$ cat src/hdl/assert_macros.svh
// assertion macros shared by the delimited field extractor
// no dependencies; included by files that carry concurrent checks
`ifndef ASSERT_MACROS_SVH
`define ASSERT_MACROS_SVH

`ifndef SYNTHESIS
// check that is switched off while reset is held
`define DFEC_ASSERT(label, prop) \
    label: assert property (@(posedge clk) disable iff (!rst_n) prop) \
        else $error("%m: assertion failed");
// check that holds in every cycle, reset included
`define DFEC_ASSERT_ALWAYS(label, prop) \
    label: assert property (@(posedge clk) prop) \
        else $error("%m: assertion failed");
`else
`define DFEC_ASSERT(label, prop)
`define DFEC_ASSERT_ALWAYS(label, prop)
`endif

`endif

$ cat src/hdl/dfec_pkg.sv
// types, constants and register codes of the delimited field extractor
// no dependencies; used by the configuration, parser, output buffer and top files and the bench
package dfec_pkg;

    localparam int CFG_INDEX_W = 3;
    localparam int CFG_DATA_W  = 32;

    typedef enum logic [CFG_INDEX_W-1:0] {
        REG_SEPARATOR  = 3'd0,
        REG_TERMINATOR = 3'd1,
        REG_FIELD_SEL  = 3'd2,
        REG_MAX_LEN    = 3'd3,
        REG_DECIMAL    = 3'd4,
        REG_RANGE_MIN  = 3'd5,
        REG_RANGE_MAX  = 3'd6
    } cfg_reg_t;

    typedef enum logic [1:0] {
        PHASE_OPEN = 2'd0,
        PHASE_DONE = 2'd2
    } phase_t;

    localparam logic [7:0]  SEPARATOR_RESET  = 8'd44;
    localparam logic [7:0]  TERMINATOR_RESET = 8'd10;
    localparam logic [15:0] FIELD_SEL_RESET  = 16'd0;
    localparam logic [7:0]  MAX_LEN_RESET    = 8'd32;

    localparam logic [7:0]  CHAR_0     = 8'h30;
    localparam logic [7:0]  CHAR_9     = 8'h39;
    localparam logic [7:0]  CHAR_PLUS  = 8'h2B;
    localparam logic [7:0]  CHAR_MINUS = 8'h2D;
    localparam logic [7:0]  CHAR_POINT = 8'h2E;
    localparam logic [7:0]  CHAR_NUL   = 8'h00;

    localparam int MAG_W = 33;
    localparam int ACC_W = MAG_W + 4;
    localparam logic [MAG_W-1:0] MAG_SAT   = {1'b1, 32'h0000_0000};
    localparam logic [ACC_W-1:0] MAG_LIMIT = {5'd0, 32'hFFFF_FFFF};
    localparam logic [15:0]      SEP_MAX   = 16'hFFFF;

    typedef struct packed {
        logic [7:0]         separator_char;
        logic [7:0]         terminator_char;
        logic [15:0]        field_select;
        logic [7:0]         max_field_len;
        logic               decimal_mode;
        logic signed [33:0] range_min;
        logic signed [33:0] range_max;
        // negated bounds, used for negative values
        logic signed [33:0] range_min_neg;
        logic signed [33:0] range_max_neg;
    } cfg_t;

    typedef struct packed {
        logic             number_ok;
        logic             point_seen;
        logic             value_negative;
        logic             nul_seen;
        logic [MAG_W-1:0] value_magnitude;
    } numstate_t;

    typedef struct packed {
        logic       is_summary;
        logic [7:0] field_char;
        logic [7:0] field_length;
        logic       overflow;
        logic       number_valid;
        logic       in_range;
    } result_t;

    typedef struct packed {
        logic [1:0] count;
        result_t    first;
        result_t    second;
    } push_t;

endpackage

$ cat src/hdl/dfec_if.sv
// valid/ready channels of the delimited field extractor
// no dependencies
interface dfec_in_if;
    logic       valid;
    logic       ready;
    logic [7:0] data_byte;
    logic       end_of_buffer;

    modport source (output valid, output data_byte, output end_of_buffer, input ready);
    modport sink   (input valid, input data_byte, input end_of_buffer, output ready);
endinterface

interface dfec_out_if;
    logic       valid;
    logic       ready;
    logic       is_summary;
    logic [7:0] field_char;
    logic [7:0] field_length;
    logic       overflow;
    logic       number_valid;
    logic       in_range;

    modport source (
        output valid, output is_summary, output field_char, output field_length,
        output overflow, output number_valid, output in_range, input ready
    );
    modport sink (
        input valid, input is_summary, input field_char, input field_length,
        input overflow, input number_valid, input in_range, output ready
    );
endinterface

$ cat src/hdl/dfec_cfg.sv
// configuration registers of the delimited field extractor
// depends on dfec_pkg
module dfec_cfg (
    input  logic                               clk,
    input  logic                               rst_n,
    input  logic                               cfg_we,
    input  logic [dfec_pkg::CFG_INDEX_W-1:0]   cfg_index,
    input  logic [dfec_pkg::CFG_DATA_W-1:0]    cfg_wdata,
    output dfec_pkg::cfg_t                     cfg
);

    dfec_pkg::cfg_t     cfg_reg;
    dfec_pkg::cfg_t     cfg_next;
    logic signed [33:0] wdata_sext;

    always_comb
    begin
        wdata_sext = $signed({{2{cfg_wdata[31]}}, cfg_wdata});
        cfg_next   = cfg_reg;
        if (cfg_we)
        begin
            case (cfg_index)
                dfec_pkg::REG_SEPARATOR:  cfg_next.separator_char  = cfg_wdata[7:0];
                dfec_pkg::REG_TERMINATOR: cfg_next.terminator_char = cfg_wdata[7:0];
                dfec_pkg::REG_FIELD_SEL:  cfg_next.field_select    = cfg_wdata[15:0];
                dfec_pkg::REG_MAX_LEN:    cfg_next.max_field_len   = cfg_wdata[7:0];
                dfec_pkg::REG_DECIMAL:    cfg_next.decimal_mode    = cfg_wdata[0];
                dfec_pkg::REG_RANGE_MIN:
                begin
                    cfg_next.range_min     = wdata_sext;
                    cfg_next.range_min_neg = 34'sd0 - wdata_sext;
                end
                dfec_pkg::REG_RANGE_MAX:
                begin
                    cfg_next.range_max     = wdata_sext;
                    cfg_next.range_max_neg = 34'sd0 - wdata_sext;
                end
                default: ;
            endcase
        end
    end

    always_ff @(posedge clk or negedge rst_n)
    begin
        if (!rst_n)
        begin
            cfg_reg.separator_char  <= dfec_pkg::SEPARATOR_RESET;
            cfg_reg.terminator_char <= dfec_pkg::TERMINATOR_RESET;
            cfg_reg.field_select    <= dfec_pkg::FIELD_SEL_RESET;
            cfg_reg.max_field_len   <= dfec_pkg::MAX_LEN_RESET;
            cfg_reg.decimal_mode    <= 1'b0;
            cfg_reg.range_min       <= 34'sd0;
            cfg_reg.range_max       <= 34'sd0;
            cfg_reg.range_min_neg   <= 34'sd0;
            cfg_reg.range_max_neg   <= 34'sd0;
        end
        else
        begin
            cfg_reg <= cfg_next;
        end
    end

    assign cfg = cfg_reg;

endmodule

$ cat src/hdl/dfec_parse.sv
// input register, record state and result generation for one byte per cycle while the output buffer has room
// depends on dfec_pkg, dfec_if and assert_macros.svh
`include "assert_macros.svh"

module dfec_parse (
    input  logic              clk,
    input  logic              rst_n,
    input  dfec_pkg::cfg_t    cfg,
    dfec_in_if.sink           data,
    input  logic [1:0]        room,
    output dfec_pkg::push_t   push
);

    logic                  vld_reg;
    logic [7:0]            byte_reg;
    logic                  eob_reg;

    logic [15:0]           seps_reg, seps_next;
    logic [7:0]            chars_reg, chars_next;
    dfec_pkg::phase_t      phase_reg, phase_next;
    dfec_pkg::numstate_t   num_reg, num_next;

    dfec_pkg::numstate_t   num_chk;
    dfec_pkg::result_t     sum_cur, sum_new, char_res;
    logic [7:0]            chars_inc;
    logic [7:0]            lim;
    logic                  active, is_sep, is_term;
    logic                  restart;
    logic [1:0]            n_res;
    logic                  proc;
    logic                  load;

    function automatic dfec_pkg::numstate_t check_char(
        input logic [7:0]          c,
        input logic [7:0]          pos,
        input dfec_pkg::numstate_t s,
        input logic                dec
    );
        dfec_pkg::numstate_t          r;
        logic [dfec_pkg::ACC_W-1:0]   acc;
        r   = s;
        acc = ({4'd0, s.value_magnitude} << 3) + ({4'd0, s.value_magnitude} << 1)
              + {{(dfec_pkg::ACC_W-4){1'b0}}, c[3:0]};
        if (s.number_ok && !s.nul_seen)
        begin
            if (c >= dfec_pkg::CHAR_0 && c <= dfec_pkg::CHAR_9)
            begin
                if (!s.point_seen)
                begin
                    // saturate just above 32 bits
                    if (acc > dfec_pkg::MAG_LIMIT)
                        r.value_magnitude = dfec_pkg::MAG_SAT;
                    else
                        r.value_magnitude = acc[dfec_pkg::MAG_W-1:0];
                end
            end
            else if (c == dfec_pkg::CHAR_PLUS || c == dfec_pkg::CHAR_MINUS)
            begin
                if (pos != 8'd0)
                    r.number_ok = 1'b0;
                else
                    r.value_negative = (c == dfec_pkg::CHAR_MINUS);
            end
            else if (c == dfec_pkg::CHAR_POINT)
            begin
                if (!dec || pos == 8'd0 || s.point_seen)
                    r.number_ok = 1'b0;
                else
                    r.point_seen = 1'b1;
            end
            else if (c == dfec_pkg::CHAR_NUL)
            begin
                r.nul_seen = 1'b1;
            end
            else
            begin
                r.number_ok = 1'b0;
            end
        end
        return r;
    endfunction

    function automatic dfec_pkg::result_t summary(
        input logic [7:0]          chars,
        input logic [7:0]          limit,
        input dfec_pkg::numstate_t s,
        input dfec_pkg::cfg_t      c
    );
        dfec_pkg::result_t   r;
        logic                ovf;
        logic                valid;
        logic                in_bounds;
        logic signed [33:0]  mag;
        ovf   = chars >= limit;
        valid = ovf || s.number_ok;
        // overflowed field counts as value zero
        mag   = ovf ? 34'sd0 : $signed({1'b0, s.value_magnitude});
        if (!ovf && s.value_negative)
            in_bounds = (mag <= c.range_min_neg) && (mag >= c.range_max_neg);
        else
            in_bounds = (mag >= c.range_min) && (mag <= c.range_max);
        r.is_summary   = 1'b1;
        r.field_char   = 8'd0;
        r.field_length = ovf ? 8'd0 : chars;
        r.overflow     = ovf;
        r.number_valid = valid;
        r.in_range     = valid && !c.decimal_mode && (c.range_min <= c.range_max)
                         && in_bounds;
        return r;
    endfunction

    always_comb
    begin
        lim       = (cfg.max_field_len == 8'd0) ? 8'd1 : cfg.max_field_len;
        active    = (phase_reg != dfec_pkg::PHASE_DONE) && (seps_reg == cfg.field_select);
        is_sep    = byte_reg == cfg.separator_char;
        is_term   = byte_reg == cfg.terminator_char;
        chars_inc = chars_reg + 8'd1;
        num_chk   = check_char(byte_reg, chars_reg, num_reg, cfg.decimal_mode);
        sum_cur   = summary(chars_reg, lim, num_reg, cfg);
        sum_new   = summary(chars_inc, lim, num_chk, cfg);

        char_res.is_summary   = 1'b0;
        char_res.field_char   = byte_reg;
        char_res.field_length = 8'd0;
        char_res.overflow     = 1'b0;
        char_res.number_valid = 1'b0;
        char_res.in_range     = 1'b0;

        n_res       = 2'd0;
        restart     = 1'b0;
        push.first  = sum_cur;
        push.second = sum_new;
        seps_next   = seps_reg;
        chars_next  = chars_reg;
        num_next    = num_reg;
        phase_next  = phase_reg;

        if (phase_reg == dfec_pkg::PHASE_DONE)
        begin
            // closed field: skip bytes until the record ends
            restart = is_term || eob_reg;
        end
        else if (is_sep)
        begin
            if (seps_reg != dfec_pkg::SEP_MAX)
                seps_next = seps_reg + 16'd1;
            if (active)
            begin
                n_res      = 2'd1;
                phase_next = dfec_pkg::PHASE_DONE;
            end
            if (eob_reg)
            begin
                n_res   = 2'd1;
                restart = 1'b1;
            end
        end
        else if (is_term)
        begin
            n_res   = 2'd1;
            restart = 1'b1;
        end
        else if (active)
        begin
            push.first = char_res;
            num_next   = num_chk;
            chars_next = chars_inc;
            n_res      = (chars_inc >= lim || eob_reg) ? 2'd2 : 2'd1;
            if (chars_inc >= lim)
                phase_next = dfec_pkg::PHASE_DONE;
            restart = eob_reg;
        end
        else if (eob_reg)
        begin
            // selected field never appeared
            n_res   = 2'd1;
            restart = 1'b1;
        end

        proc       = vld_reg && (n_res <= room);
        push.count = proc ? n_res : 2'd0;
    end

    assign data.ready = !vld_reg || proc;
    assign load       = data.valid && data.ready;

    always_ff @(posedge clk or negedge rst_n)
    begin
        if (!rst_n)
        begin
            vld_reg <= 1'b0;
        end
        else if (load)
        begin
            vld_reg <= 1'b1;
        end
        else if (proc)
        begin
            vld_reg <= 1'b0;
        end
    end

    always_ff @(posedge clk)
    begin
        if (load)
        begin
            byte_reg <= data.data_byte;
            eob_reg  <= data.end_of_buffer;
        end
    end

    always_ff @(posedge clk or negedge rst_n)
    begin
        if (!rst_n)
        begin
            seps_reg                <= 16'd0;
            chars_reg               <= 8'd0;
            phase_reg               <= dfec_pkg::PHASE_OPEN;
            num_reg.number_ok       <= 1'b1;
            num_reg.point_seen      <= 1'b0;
            num_reg.value_negative  <= 1'b0;
            num_reg.nul_seen        <= 1'b0;
            num_reg.value_magnitude <= '0;
        end
        else if (proc)
        begin
            if (restart)
            begin
                seps_reg                <= 16'd0;
                chars_reg               <= 8'd0;
                phase_reg               <= dfec_pkg::PHASE_OPEN;
                num_reg.number_ok       <= 1'b1;
                num_reg.point_seen      <= 1'b0;
                num_reg.value_negative  <= 1'b0;
                num_reg.nul_seen        <= 1'b0;
                num_reg.value_magnitude <= '0;
            end
            else
            begin
                seps_reg  <= seps_next;
                chars_reg <= chars_next;
                phase_reg <= phase_next;
                num_reg   <= num_next;
            end
        end
    end

    `DFEC_ASSERT(a_pair_ends_in_summary, (push.count == 2'd2) |-> (push.second.is_summary && !push.first.is_summary))
    `DFEC_ASSERT(a_closed_field_silent, (phase_reg == dfec_pkg::PHASE_DONE) |-> (push.count == 2'd0))
    `DFEC_ASSERT(a_restart_clears, (proc && restart) |=> (seps_reg == 16'd0 && chars_reg == 8'd0))

endmodule

$ cat src/hdl/dfec_out_buf.sv
// two-entry result buffer that feeds the output channel one item per cycle while the receiver is ready
// depends on dfec_pkg, dfec_if and assert_macros.svh
`include "assert_macros.svh"

module dfec_out_buf (
    input  logic              clk,
    input  logic              rst_n,
    input  dfec_pkg::push_t   push,
    output logic [1:0]        room,
    dfec_out_if.source        result
);

    logic [1:0]         cnt_reg, cnt_next;
    logic [1:0]         cnt_after;
    logic               pop;
    dfec_pkg::result_t  slot0_reg, slot0_next;
    dfec_pkg::result_t  slot1_reg, slot1_next;

    always_comb
    begin
        pop        = (cnt_reg != 2'd0) && result.ready;
        cnt_after  = cnt_reg - {1'b0, pop};
        room       = 2'd2 - cnt_after;
        slot0_next = pop ? slot1_reg : slot0_reg;
        slot1_next = slot1_reg;
        if (cnt_after == 2'd0)
        begin
            if (push.count != 2'd0)
                slot0_next = push.first;
            if (push.count == 2'd2)
                slot1_next = push.second;
        end
        else if (cnt_after == 2'd1 && push.count != 2'd0)
        begin
            slot1_next = push.first;
        end
        cnt_next = cnt_after + push.count;
    end

    always_ff @(posedge clk or negedge rst_n)
    begin
        if (!rst_n)
            cnt_reg <= 2'd0;
        else
            cnt_reg <= cnt_next;
    end

    always_ff @(posedge clk)
    begin
        slot0_reg <= slot0_next;
        slot1_reg <= slot1_next;
    end

    assign result.valid        = cnt_reg != 2'd0;
    assign result.is_summary   = slot0_reg.is_summary;
    assign result.field_char   = slot0_reg.field_char;
    assign result.field_length = slot0_reg.field_length;
    assign result.overflow     = slot0_reg.overflow;
    assign result.number_valid = slot0_reg.number_valid;
    assign result.in_range     = slot0_reg.in_range;

    `DFEC_ASSERT_ALWAYS(a_count_bounded, cnt_reg != 2'd3)
    `DFEC_ASSERT_ALWAYS(a_no_overrun, push.count <= room)
    `DFEC_ASSERT(a_empty_push_shows, (cnt_reg == 2'd0 && push.count != 2'd0) |=> result.valid)

endmodule

$ cat src/hdl/delimited_field_extract_check.sv
// Delimited field extractor: takes record bytes one per item, passes on the bytes of the
// selected field as character results and closes the field with a summary carrying length,
// overflow, number validity and an integer range check. A byte is held in the input register
// until it is processed, and its results are then registered in the output buffer. One item
// is taken every cycle while the output side keeps up; results leave at one per cycle while
// the receiver is ready, so a byte that gives a character and a summary (field reaching
// max_field_len, or last byte of the buffer) leaves one result queued, and a later byte that
// also gives two results waits until the two-entry output buffer has drained. Configuration
// writes take effect on the next cycle. No clearing pass after reset.
// depends on dfec_pkg, dfec_if, dfec_cfg, dfec_parse and dfec_out_buf
module delimited_field_extract_check (
    input  logic                               clk,
    input  logic                               rst_n,
    input  logic                               cfg_we,
    input  logic [dfec_pkg::CFG_INDEX_W-1:0]   cfg_index,
    input  logic [dfec_pkg::CFG_DATA_W-1:0]    cfg_wdata,
    dfec_in_if.sink                            data,
    dfec_out_if.source                         result
);

    dfec_pkg::cfg_t   cfg;
    dfec_pkg::push_t  push;
    logic [1:0]       room;

    dfec_cfg u_cfg (
        .clk       (clk),
        .rst_n     (rst_n),
        .cfg_we    (cfg_we),
        .cfg_index (cfg_index),
        .cfg_wdata (cfg_wdata),
        .cfg       (cfg)
    );

    dfec_parse u_parse (
        .clk   (clk),
        .rst_n (rst_n),
        .cfg   (cfg),
        .data  (data),
        .room  (room),
        .push  (push)
    );

    dfec_out_buf u_out_buf (
        .clk    (clk),
        .rst_n  (rst_n),
        .push   (push),
        .room   (room),
        .result (result)
    );

endmodule

$ cat src/flat_wrapper.sv
// flat-port wrapper written by rule: the top's interface ports become plain ports
module delimited_field_extract_check_flat 
  (clk, rst_n, cfg_we, cfg_index, cfg_wdata, data_valid, data_data_byte, data_end_of_buffer, data_ready, result_valid, result_is_summary, result_field_char, result_field_length, result_overflow, result_number_valid, result_in_range, result_ready);
  dfec_in_if data_i ();
  dfec_out_if result_i ();
  input  logic clk;
  input  logic rst_n;
  input  logic cfg_we;
  input  logic [dfec_pkg::CFG_INDEX_W-1:0] cfg_index;
  input  logic [dfec_pkg::CFG_DATA_W-1:0] cfg_wdata;
  input wire logic [$bits(data_i.valid)-1:0] data_valid;
  input wire logic [$bits(data_i.data_byte)-1:0] data_data_byte;
  input wire logic [$bits(data_i.end_of_buffer)-1:0] data_end_of_buffer;
  output wire logic [$bits(data_i.ready)-1:0] data_ready;
  output wire logic [$bits(result_i.valid)-1:0] result_valid;
  output wire logic [$bits(result_i.is_summary)-1:0] result_is_summary;
  output wire logic [$bits(result_i.field_char)-1:0] result_field_char;
  output wire logic [$bits(result_i.field_length)-1:0] result_field_length;
  output wire logic [$bits(result_i.overflow)-1:0] result_overflow;
  output wire logic [$bits(result_i.number_valid)-1:0] result_number_valid;
  output wire logic [$bits(result_i.in_range)-1:0] result_in_range;
  input wire logic [$bits(result_i.ready)-1:0] result_ready;
  assign data_i.valid = data_valid;
  assign data_i.data_byte = data_data_byte;
  assign data_i.end_of_buffer = data_end_of_buffer;
  assign data_ready = data_i.ready;
  assign result_valid = result_i.valid;
  assign result_is_summary = result_i.is_summary;
  assign result_field_char = result_i.field_char;
  assign result_field_length = result_i.field_length;
  assign result_overflow = result_i.overflow;
  assign result_number_valid = result_i.number_valid;
  assign result_in_range = result_i.in_range;
  assign result_i.ready = result_ready;
  delimited_field_extract_check u_core (.clk(clk), .rst_n(rst_n), .cfg_we(cfg_we), .cfg_index(cfg_index), .cfg_wdata(cfg_wdata), .data(data_i), .result(result_i));
endmodule
$ cat config.mk
export PLATFORM = sky130hd
export DESIGN_NAME = delimited_field_extract_check_flat
export DESIGN_NICKNAME = d
export VERILOG_FILES = /design/src/hdl/dfec_pkg.sv /design/src/hdl/dfec_if.sv /design/src/hdl/dfec_cfg.sv /design/src/hdl/dfec_parse.sv /design/src/hdl/dfec_out_buf.sv /design/src/hdl/delimited_field_extract_check.sv /design/src/flat_wrapper.sv
export VERILOG_INCLUDE_DIRS = /design/src /design/src/hdl
export SDC_FILE = /design/constraint.sdc
export NUM_CORES = 1
export LEC_CHECK = 0
export BUFFER_PORTS_ARGS = -buffer_cell sky130_fd_sc_hd__buf_2
export CAP_MARGIN = 10
export CORE_MARGIN = 3
export CORE_UTILIZATION = 60
export DETAILED_ROUTE_END_ITERATION = 8
export PLACE_DENSITY = 0.84
export SYNTH_ARGS = -nofsm -noshare
export SYNTH_HDL_FRONTEND = slang
export SYNTH_HIERARCHICAL = 1
export SYNTH_SLANG_ARGS = --single-unit
$ cat constraint.sdc
create_clock -name clk -period 6.6 [get_ports clk]
set_clock_uncertainty 0.2 [all_clocks]
set_input_delay 0.33 -clock clk [delete_from_list [all_inputs] [get_ports clk]]
set_output_delay 0.33 -clock clk [all_outputs]
set_load 0.005 [all_outputs]
==> Word-level counts from Yosys, hierarchy flattened <==
Index checks and enable logic that the tools add are counted.
{ "word_totals": {"reg_bits": 288, "latchBits": 0, "ram_bits": 0, "rom_bits": 0, "input_bits": 49, "out_inout_bits": 22, "elab_cells": 218, "mem_count": 0} }
{ "classes": {"add_sub_neg": 8, "multipliers": 0, "div_mod_pow": 0, "n_lt_le_gt_ge": 15, "n_eq_ne": 27, "shifts": 0, "n_mux": 72, "bitwise_logic": 0, "reduce_logical": 63} }
{ "ops": {"columns": ["operator", "n"], "rows": [
  ["$mux W37", 6],
  ["$mux W20", 10],
  ["$mux W33", 5],
  ["$ge A34 B32 Y1", 2],
  ["$ge A34 B34 Y1", 2],
  ["$le A34 B32 Y1", 2],
  ["$le A34 B34 Y1", 2],
  ["$mux W16", 4],
  ["$mux W8", 8],
  ["$add A36 B34 Y37", 1],
  ["$add A37 B4 Y37", 1],
  ["$gt A37 B32 Y1 const B", 1],
  ["$sub A1 B32 Y33 const A", 1],
  ["$le A32 B32 Y1", 1],
  ["$mux W2", 14],
  ["$eq A8 B6 Y1 const B", 3],
  ["$logic_not A8 Y1", 3],
  ["$mux W1", 24],
  ["$reduce_and A10 Y1", 2],
  ["$reduce_bool A2 Y1", 10],
  ["$logic_and A1 B1 Y1", 19],
  ["$add A16 B1 Y16 const B", 1],
  ["$eq A16 B16 Y1", 1],
  ["$eq A8 B8 Y1", 2],
  ["other kinds (28)", 60]
]} }

==> Longest topological paths before layout <==
{ "logic_depth": {"word_depth": 16, "depth_mapped": 25, "mapped_depth_nobuf": 24} }

==> Hierarchy <==
The synthesis kept the hierarchy.
{ "by_module_without_submodules": {"columns": ["mod", "n_inst", "cells_each", "area_each_um2", "seq_area_each_um2"], "rows": [
  ["dfec_parse", 1, 1725, 14202.4, 1848.0],
  ["dfec_cfg", 1, 696, 7091.8, 4236.6],
  ["dfec_out_buf", 1, 169, 1810.5, 1051.0]
]} }

==> Least setup slack after synthesis <==
No wires, ideal clock.
{ "synth_timing": {"path_kind": "reg-to-reg", "start": "reg u_core.u_parse.byte_reg[3]", "end": "reg u_core/u_out_buf/slot1_reg[0] (netlist bit), data pin", "setup_ps": 130, "arrival_time_ps": 5484, "required_ps": 6270, "setup_slack_ps": 786, "stages_incl_launch_ff": 24, "path_buffers": 1, "synth_period_minus_slack_ps": 5814, "cell_sequence": "edfxtp_1 fa_1 inv_1 fa_1 nand2b_1 a21oi_1 o211ai_1 nand3_1 o22ai_1 o311a_1 o221a_2 o211a_4 buf_8 a22o_1 ha_1 a21o_1 a211o_1 nor2_1 nand2_1 a2111oi_0 o31a_1 o21ai_0 a2111oi_2 mux2_2"} }
{ "synth_rtl": {"columns": ["item", "line", "text"], "rows": [
  ["from (decl)", "dfec_parse.sv:15", "logic [7:0] byte_reg;"],
  ["from (signal assigned)", "dfec_parse.sv:208", "byte_reg <= data.data_byte;"],
  ["to (signal assigned)", "dfec_out_buf.sv:51", "slot1_reg <= slot1_next;"],
  ["to (decl)", "dfec_out_buf.sv:17", "dfec_pkg::result_t slot1_reg, slot1_next;"]
]} }

==> impl_metrics.json <==
{
  "run_status": "completed",
  "cell_types_occupying_the_most_area_after_synthesis": "sky130_fd_sc_hd__dfrtp_1 (25%), sky130_fd_sc_hd__ha_1 (21%), sky130_fd_sc_hd__nand2_1 (6.2%), sky130_fd_sc_hd__edfxtp_1 (3.8%), sky130_fd_sc_hd__inv_1 (3.0%)",
  "dominantRegCellSynth": "sky130_fd_sc_hd__dfrtp_1",
  "achievable-frequency_mhz": 158,
  "ys_async_sr_fraction_pct": 82.7,
  "die_y_um": 202,
  "synth_area_leader_cell": "sky130_fd_sc_hd__dfrtp_1",
  "drtPass1Iterations": 7,
  "fin_crit_ps": 6350,
  "power.density_cell_area_nw_per_um2": 244,
  "placement_rows": 71,
  "dieArea_um2": 40900,
  "aggregate_routed_wire_length_mm": 74.7,
  "synth_edf_count": 29,
  "number_of_antenna_violations_at_the_first_check_in_global_routing": 3,
  "cap_viol_max_count": 0,
  "worst-slew-pin-transition_ps": 1180,
  "setup-violations-final": 0,
  "postLayoutCoreUtil_pct": 67.1,
  "yosys_synthesis_warning_count": 6,
  "layout-drive-gt1-share_pct": 10.4,
  "clock_tree.htree_level_count": 2,
  "cts-root-to-sink-buffers": 3,
  "fin_setup_tns_ps": 0,
  "cts_tree": "done",
  "timing.critical_path.fanout_max": 18,
  "floorplan.die.width_um": 202,
  "worst_ir_drop_vdd_v": 0.000282,
  "grt.total_usage_pct": 36.1,
  "cts.root.buffer_cell": "sky130_fd_sc_hd__clkbuf_16",
  "reported_leakage_power_nw": 12.9,
  "worst_hold_startpoint": "result_ready",
  "timing.hold.worst.class": "primary input to flip-flop",
  "drt_iter0_markers": 2066,
  "postSynthRegisterBits": 283,
  "count_of_endpoints_failing_hold_in_the_final_timing_report": 0,
  "dp_hpwl_mm": 56.4,
  "number_of_global_route_vias_before_repair": 20500,
  "area_delta_synth_final_pct": 9.96,
  "synth_cells": 2590,
  "yosys-top-cells-count": "sky130_fd_sc_hd__ha_1 (389), sky130_fd_sc_hd__nand2_1 (384), sky130_fd_sc_hd__dfrtp_1 (227), sky130_fd_sc_hd__inv_1 (186), sky130_fd_sc_hd__nor2_1 (137)",
  "setup_repair_after_global_routing_missed_its_margin": "false",
  "maxSlewViolCount": 0,
  "gp_congestion": 1.01,
  "largest_register_ff_count": 169,
  "globalRouteOverflowTotal": 0,
  "worstSetupStartpoint": "u_core/u_parse/byte_reg[3]",
  "routed-via-count": 20900,
  "design.core.area_um2": 37800,
  "critical_path.endpoint_type": "flip-flop",
  "synth_sequential_area_ratio_pct": 30.9,
  "insertion_delay_ps": 550,
  "clk_pin_slew_ps": 60,
  "fill_cell_total_of_the_finished_layout": 3040,
  "post-route-period-util_pct": 96.2,
  "count_leader_synth": "sky130_fd_sc_hd__ha_1",
  "drtAntennaViolNets": 0,
  "critPathArrivalTime_ps": 6460,
  "critPathKind": "flip-flop to flip-flop",
  "grt_first_pass_wirelength_mm": 116,
  "synth.cell_area_um2": 23100,
  "max_slew_margin_vs_limit_pct": 20.5,
  "num_antenna_cells": 0,
  "final_layout_net_count": 3108,
  "avgSynthCellArea_um2": 8.92,
  "cts_made_buffers": 34,
  "floorplan.initialDensity_pct": 61.1,
  "cp.required_ps": 6710,
  "post-route-drc-count": 0,
  "portBuffers": 70,
  "io_pins": 71,
  "critPathLaunchType": "flip-flop",
  "crit-reg2reg-launch": "u_core/u_parse/byte_reg[3]",
  "wl_per_cell_um": 23.3,
  "tritoncts_num_sinks": 283,
  "pin_count_of_the_biggest_net_entering_global_routing": 163,
  "viasPerCell": 6.53,
  "synth.distinct_cells": 97,
  "post-synth-top-area-fraction_pct": 24.6
}
[worst paths after layout]
kind	endpoint	cells past startpoint	slack (ps)
max in group asynchronous	u_core/u_parse/chars_reg[1]	3	4710
min in group asynchronous	u_core/u_cfg/cfg[55]	2	140
hold reg to reg	u_core/u_out_buf/result.field_length[1]	2	270
setup reg to reg	u_core/u_out_buf/slot1_reg[0]	24	250
setup / recovery	u_core/u_out_buf/slot1_reg[0]	24	250
hold / removal	u_core/u_out_buf/cnt_reg[1]	4	70
[layout by cell type, fill, tap and decap left out, types with 9 or more instances in the layout]
cell type / netlist / layout
sky130_fd_sc_hd__nand2b_1: 13 / 13
sky130_fd_sc_hd__buf_2: 20 / 69
sky130_fd_sc_hd__nand3_1: 45 / 45
sky130_fd_sc_hd__ha_1: 389 / 389
sky130_fd_sc_hd__o21ai_0: 116 / 115
sky130_fd_sc_hd__a211oi_1: 16 / 13
sky130_fd_sc_hd__conb_1: 2 / 9
sky130_fd_sc_hd__o31ai_1: 41 / 40
sky130_fd_sc_hd__xnor2_1: 47 / 47
sky130_fd_sc_hd__edfxtp_1: 29 / 29
sky130_fd_sc_hd__clkbuf_16: 0 / 35
sky130_fd_sc_hd__o21a_1: 14 / 14
sky130_fd_sc_hd__a22o_1: 64 / 63
sky130_fd_sc_hd__nor2b_1: 20 / 20
sky130_fd_sc_hd__nor4_1: 33 / 32
sky130_fd_sc_hd__a21oi_1: 133 / 133
sky130_fd_sc_hd__dlygate4sd3_1: 0 / 43
sky130_fd_sc_hd__dfrtp_1: 227 / 227
sky130_fd_sc_hd__nand2_1: 384 / 384
sky130_fd_sc_hd__nand4_1: 75 / 75
sky130_fd_sc_hd__mux2_2: 62 / 62
sky130_fd_sc_hd__dfxtp_1: 20 / 20
sky130_fd_sc_hd__nor3_1: 38 / 37
sky130_fd_sc_hd__nor2_1: 137 / 136
sky130_fd_sc_hd__a21o_1: 78 / 78
sky130_fd_sc_hd__inv_1: 186 / 186
sky130_fd_sc_hd__and4_1: 10 / 10
sky130_fd_sc_hd__xor2_1: 45 / 45
sky130_fd_sc_hd__buf_4: 22 / 29
sky130_fd_sc_hd__and2_1: 54 / 54
sky130_fd_sc_hd__a31oi_1: 30 / 30
sky130_fd_sc_hd__o31a_1: 12 / 12
[area by class of cell]
class                   count  area [um^2]  share of cell area [%]
inverters                 186          698                    2.75
well taps                 511          639                    2.52
clock inverters            16          165                   0.650
flip-flops and latches    283         7140                    28.1
multi-input cells        2017        14700                    58.0
repair buffers            146         1090                    4.28
clock buffers              45          933                    3.67
[critical path: stages, from the launching register on]
cell	delay, ps
sky130_fd_sc_hd__edfxtp_1	440
sky130_fd_sc_hd__fa_1	580
sky130_fd_sc_hd__inv_1	70
sky130_fd_sc_hd__fa_1	440
sky130_fd_sc_hd__nand2b_1	180
sky130_fd_sc_hd__a21oi_1	200
sky130_fd_sc_hd__buf_4	160
sky130_fd_sc_hd__o21a_1	140
sky130_fd_sc_hd__o21ai_0	150
sky130_fd_sc_hd__o21ai_0	280
sky130_fd_sc_hd__xnor2_1	160
sky130_fd_sc_hd__o221a_2	250
sky130_fd_sc_hd__o211a_4	290
sky130_fd_sc_hd__buf_12	190
sky130_fd_sc_hd__a22o_1	300
sky130_fd_sc_hd__ha_1	290
sky130_fd_sc_hd__and4_1	160
sky130_fd_sc_hd__a21oi_1	130
sky130_fd_sc_hd__a21boi_1	110
sky130_fd_sc_hd__o41ai_1	400
sky130_fd_sc_hd__o21ai_0	230
sky130_fd_sc_hd__a31oi_1	240
sky130_fd_sc_hd__o21ba_2	180
sky130_fd_sc_hd__a2111oi_2	40
sky130_fd_sc_hd__mux2_2	280
[metal layers]
layer | wire (um) | global-route usage [%] | vias up | part of all wire [%]
met2 | 33200 | 56.7 | 1066 | 44
li1 | - | - | 9475 | -
met3 | 7270 | 6.39 | 170 | 9.7
met4 | 2440 | 11.3 | 4 | 3.3
met5 | 27 | 0 | - | 0.036
met1 | 31800 | 51.1 | 10200 | 43
[kinds of logic after synthesis]
group                    after synthesis  share of synthesized area (%)
AO/OA/AOI/OAI                        590                           17.4
buffers and inverters                297                           5.62
flip-flops                           283                           30.9
AND/OR/NAND/NOR                      872                           18.3
XOR/XNOR                              92                           3.49
adder cells (fa/ha/maj)              391                           21.2
multiplexers                          63                           3.07
other                                  2                         0.0325
[repair_timing]
action,CTS,global route
setup endpoints to repair,0,1
hold buffers,43,0
endpoints found under the hold margin,174,0
gates resized for setup,0,10
buffers inserted,0,3
[power by group]
| group | leakage [nW] | internal, mW | switching (mW) | total (mW) |
|---|---|---|---|---|
| combinational | 8.95 | 0.748 | 1.22 | 1.97 |
| sequential | 3.44 | 2.11 | 0.246 | 2.36 |
| clock | 0.538 | 1.09 | 0.778 | 1.86 |
[stage by stage]
stage / instances / hold WS (ps) / total power, mW / cell area, um^2 / setup slack (ps)
floorplan: 2597 / -166 / 3.59 / 23100 / 786
global placement: 3097 / 123 / 4.15 / 23800 / 304
detailed placement: 3097 / 132 / 4.24 / 23800 / 152
CTS: 3201 / 40.8 / 6.15 / 25300 / 137
global route: 3204 / 91.0 / 6.51 / 25400 / 8.47
finish: 3204 / 72.0 / 6.19 / 25400 / 254
(Power assumes the default switching activity.)
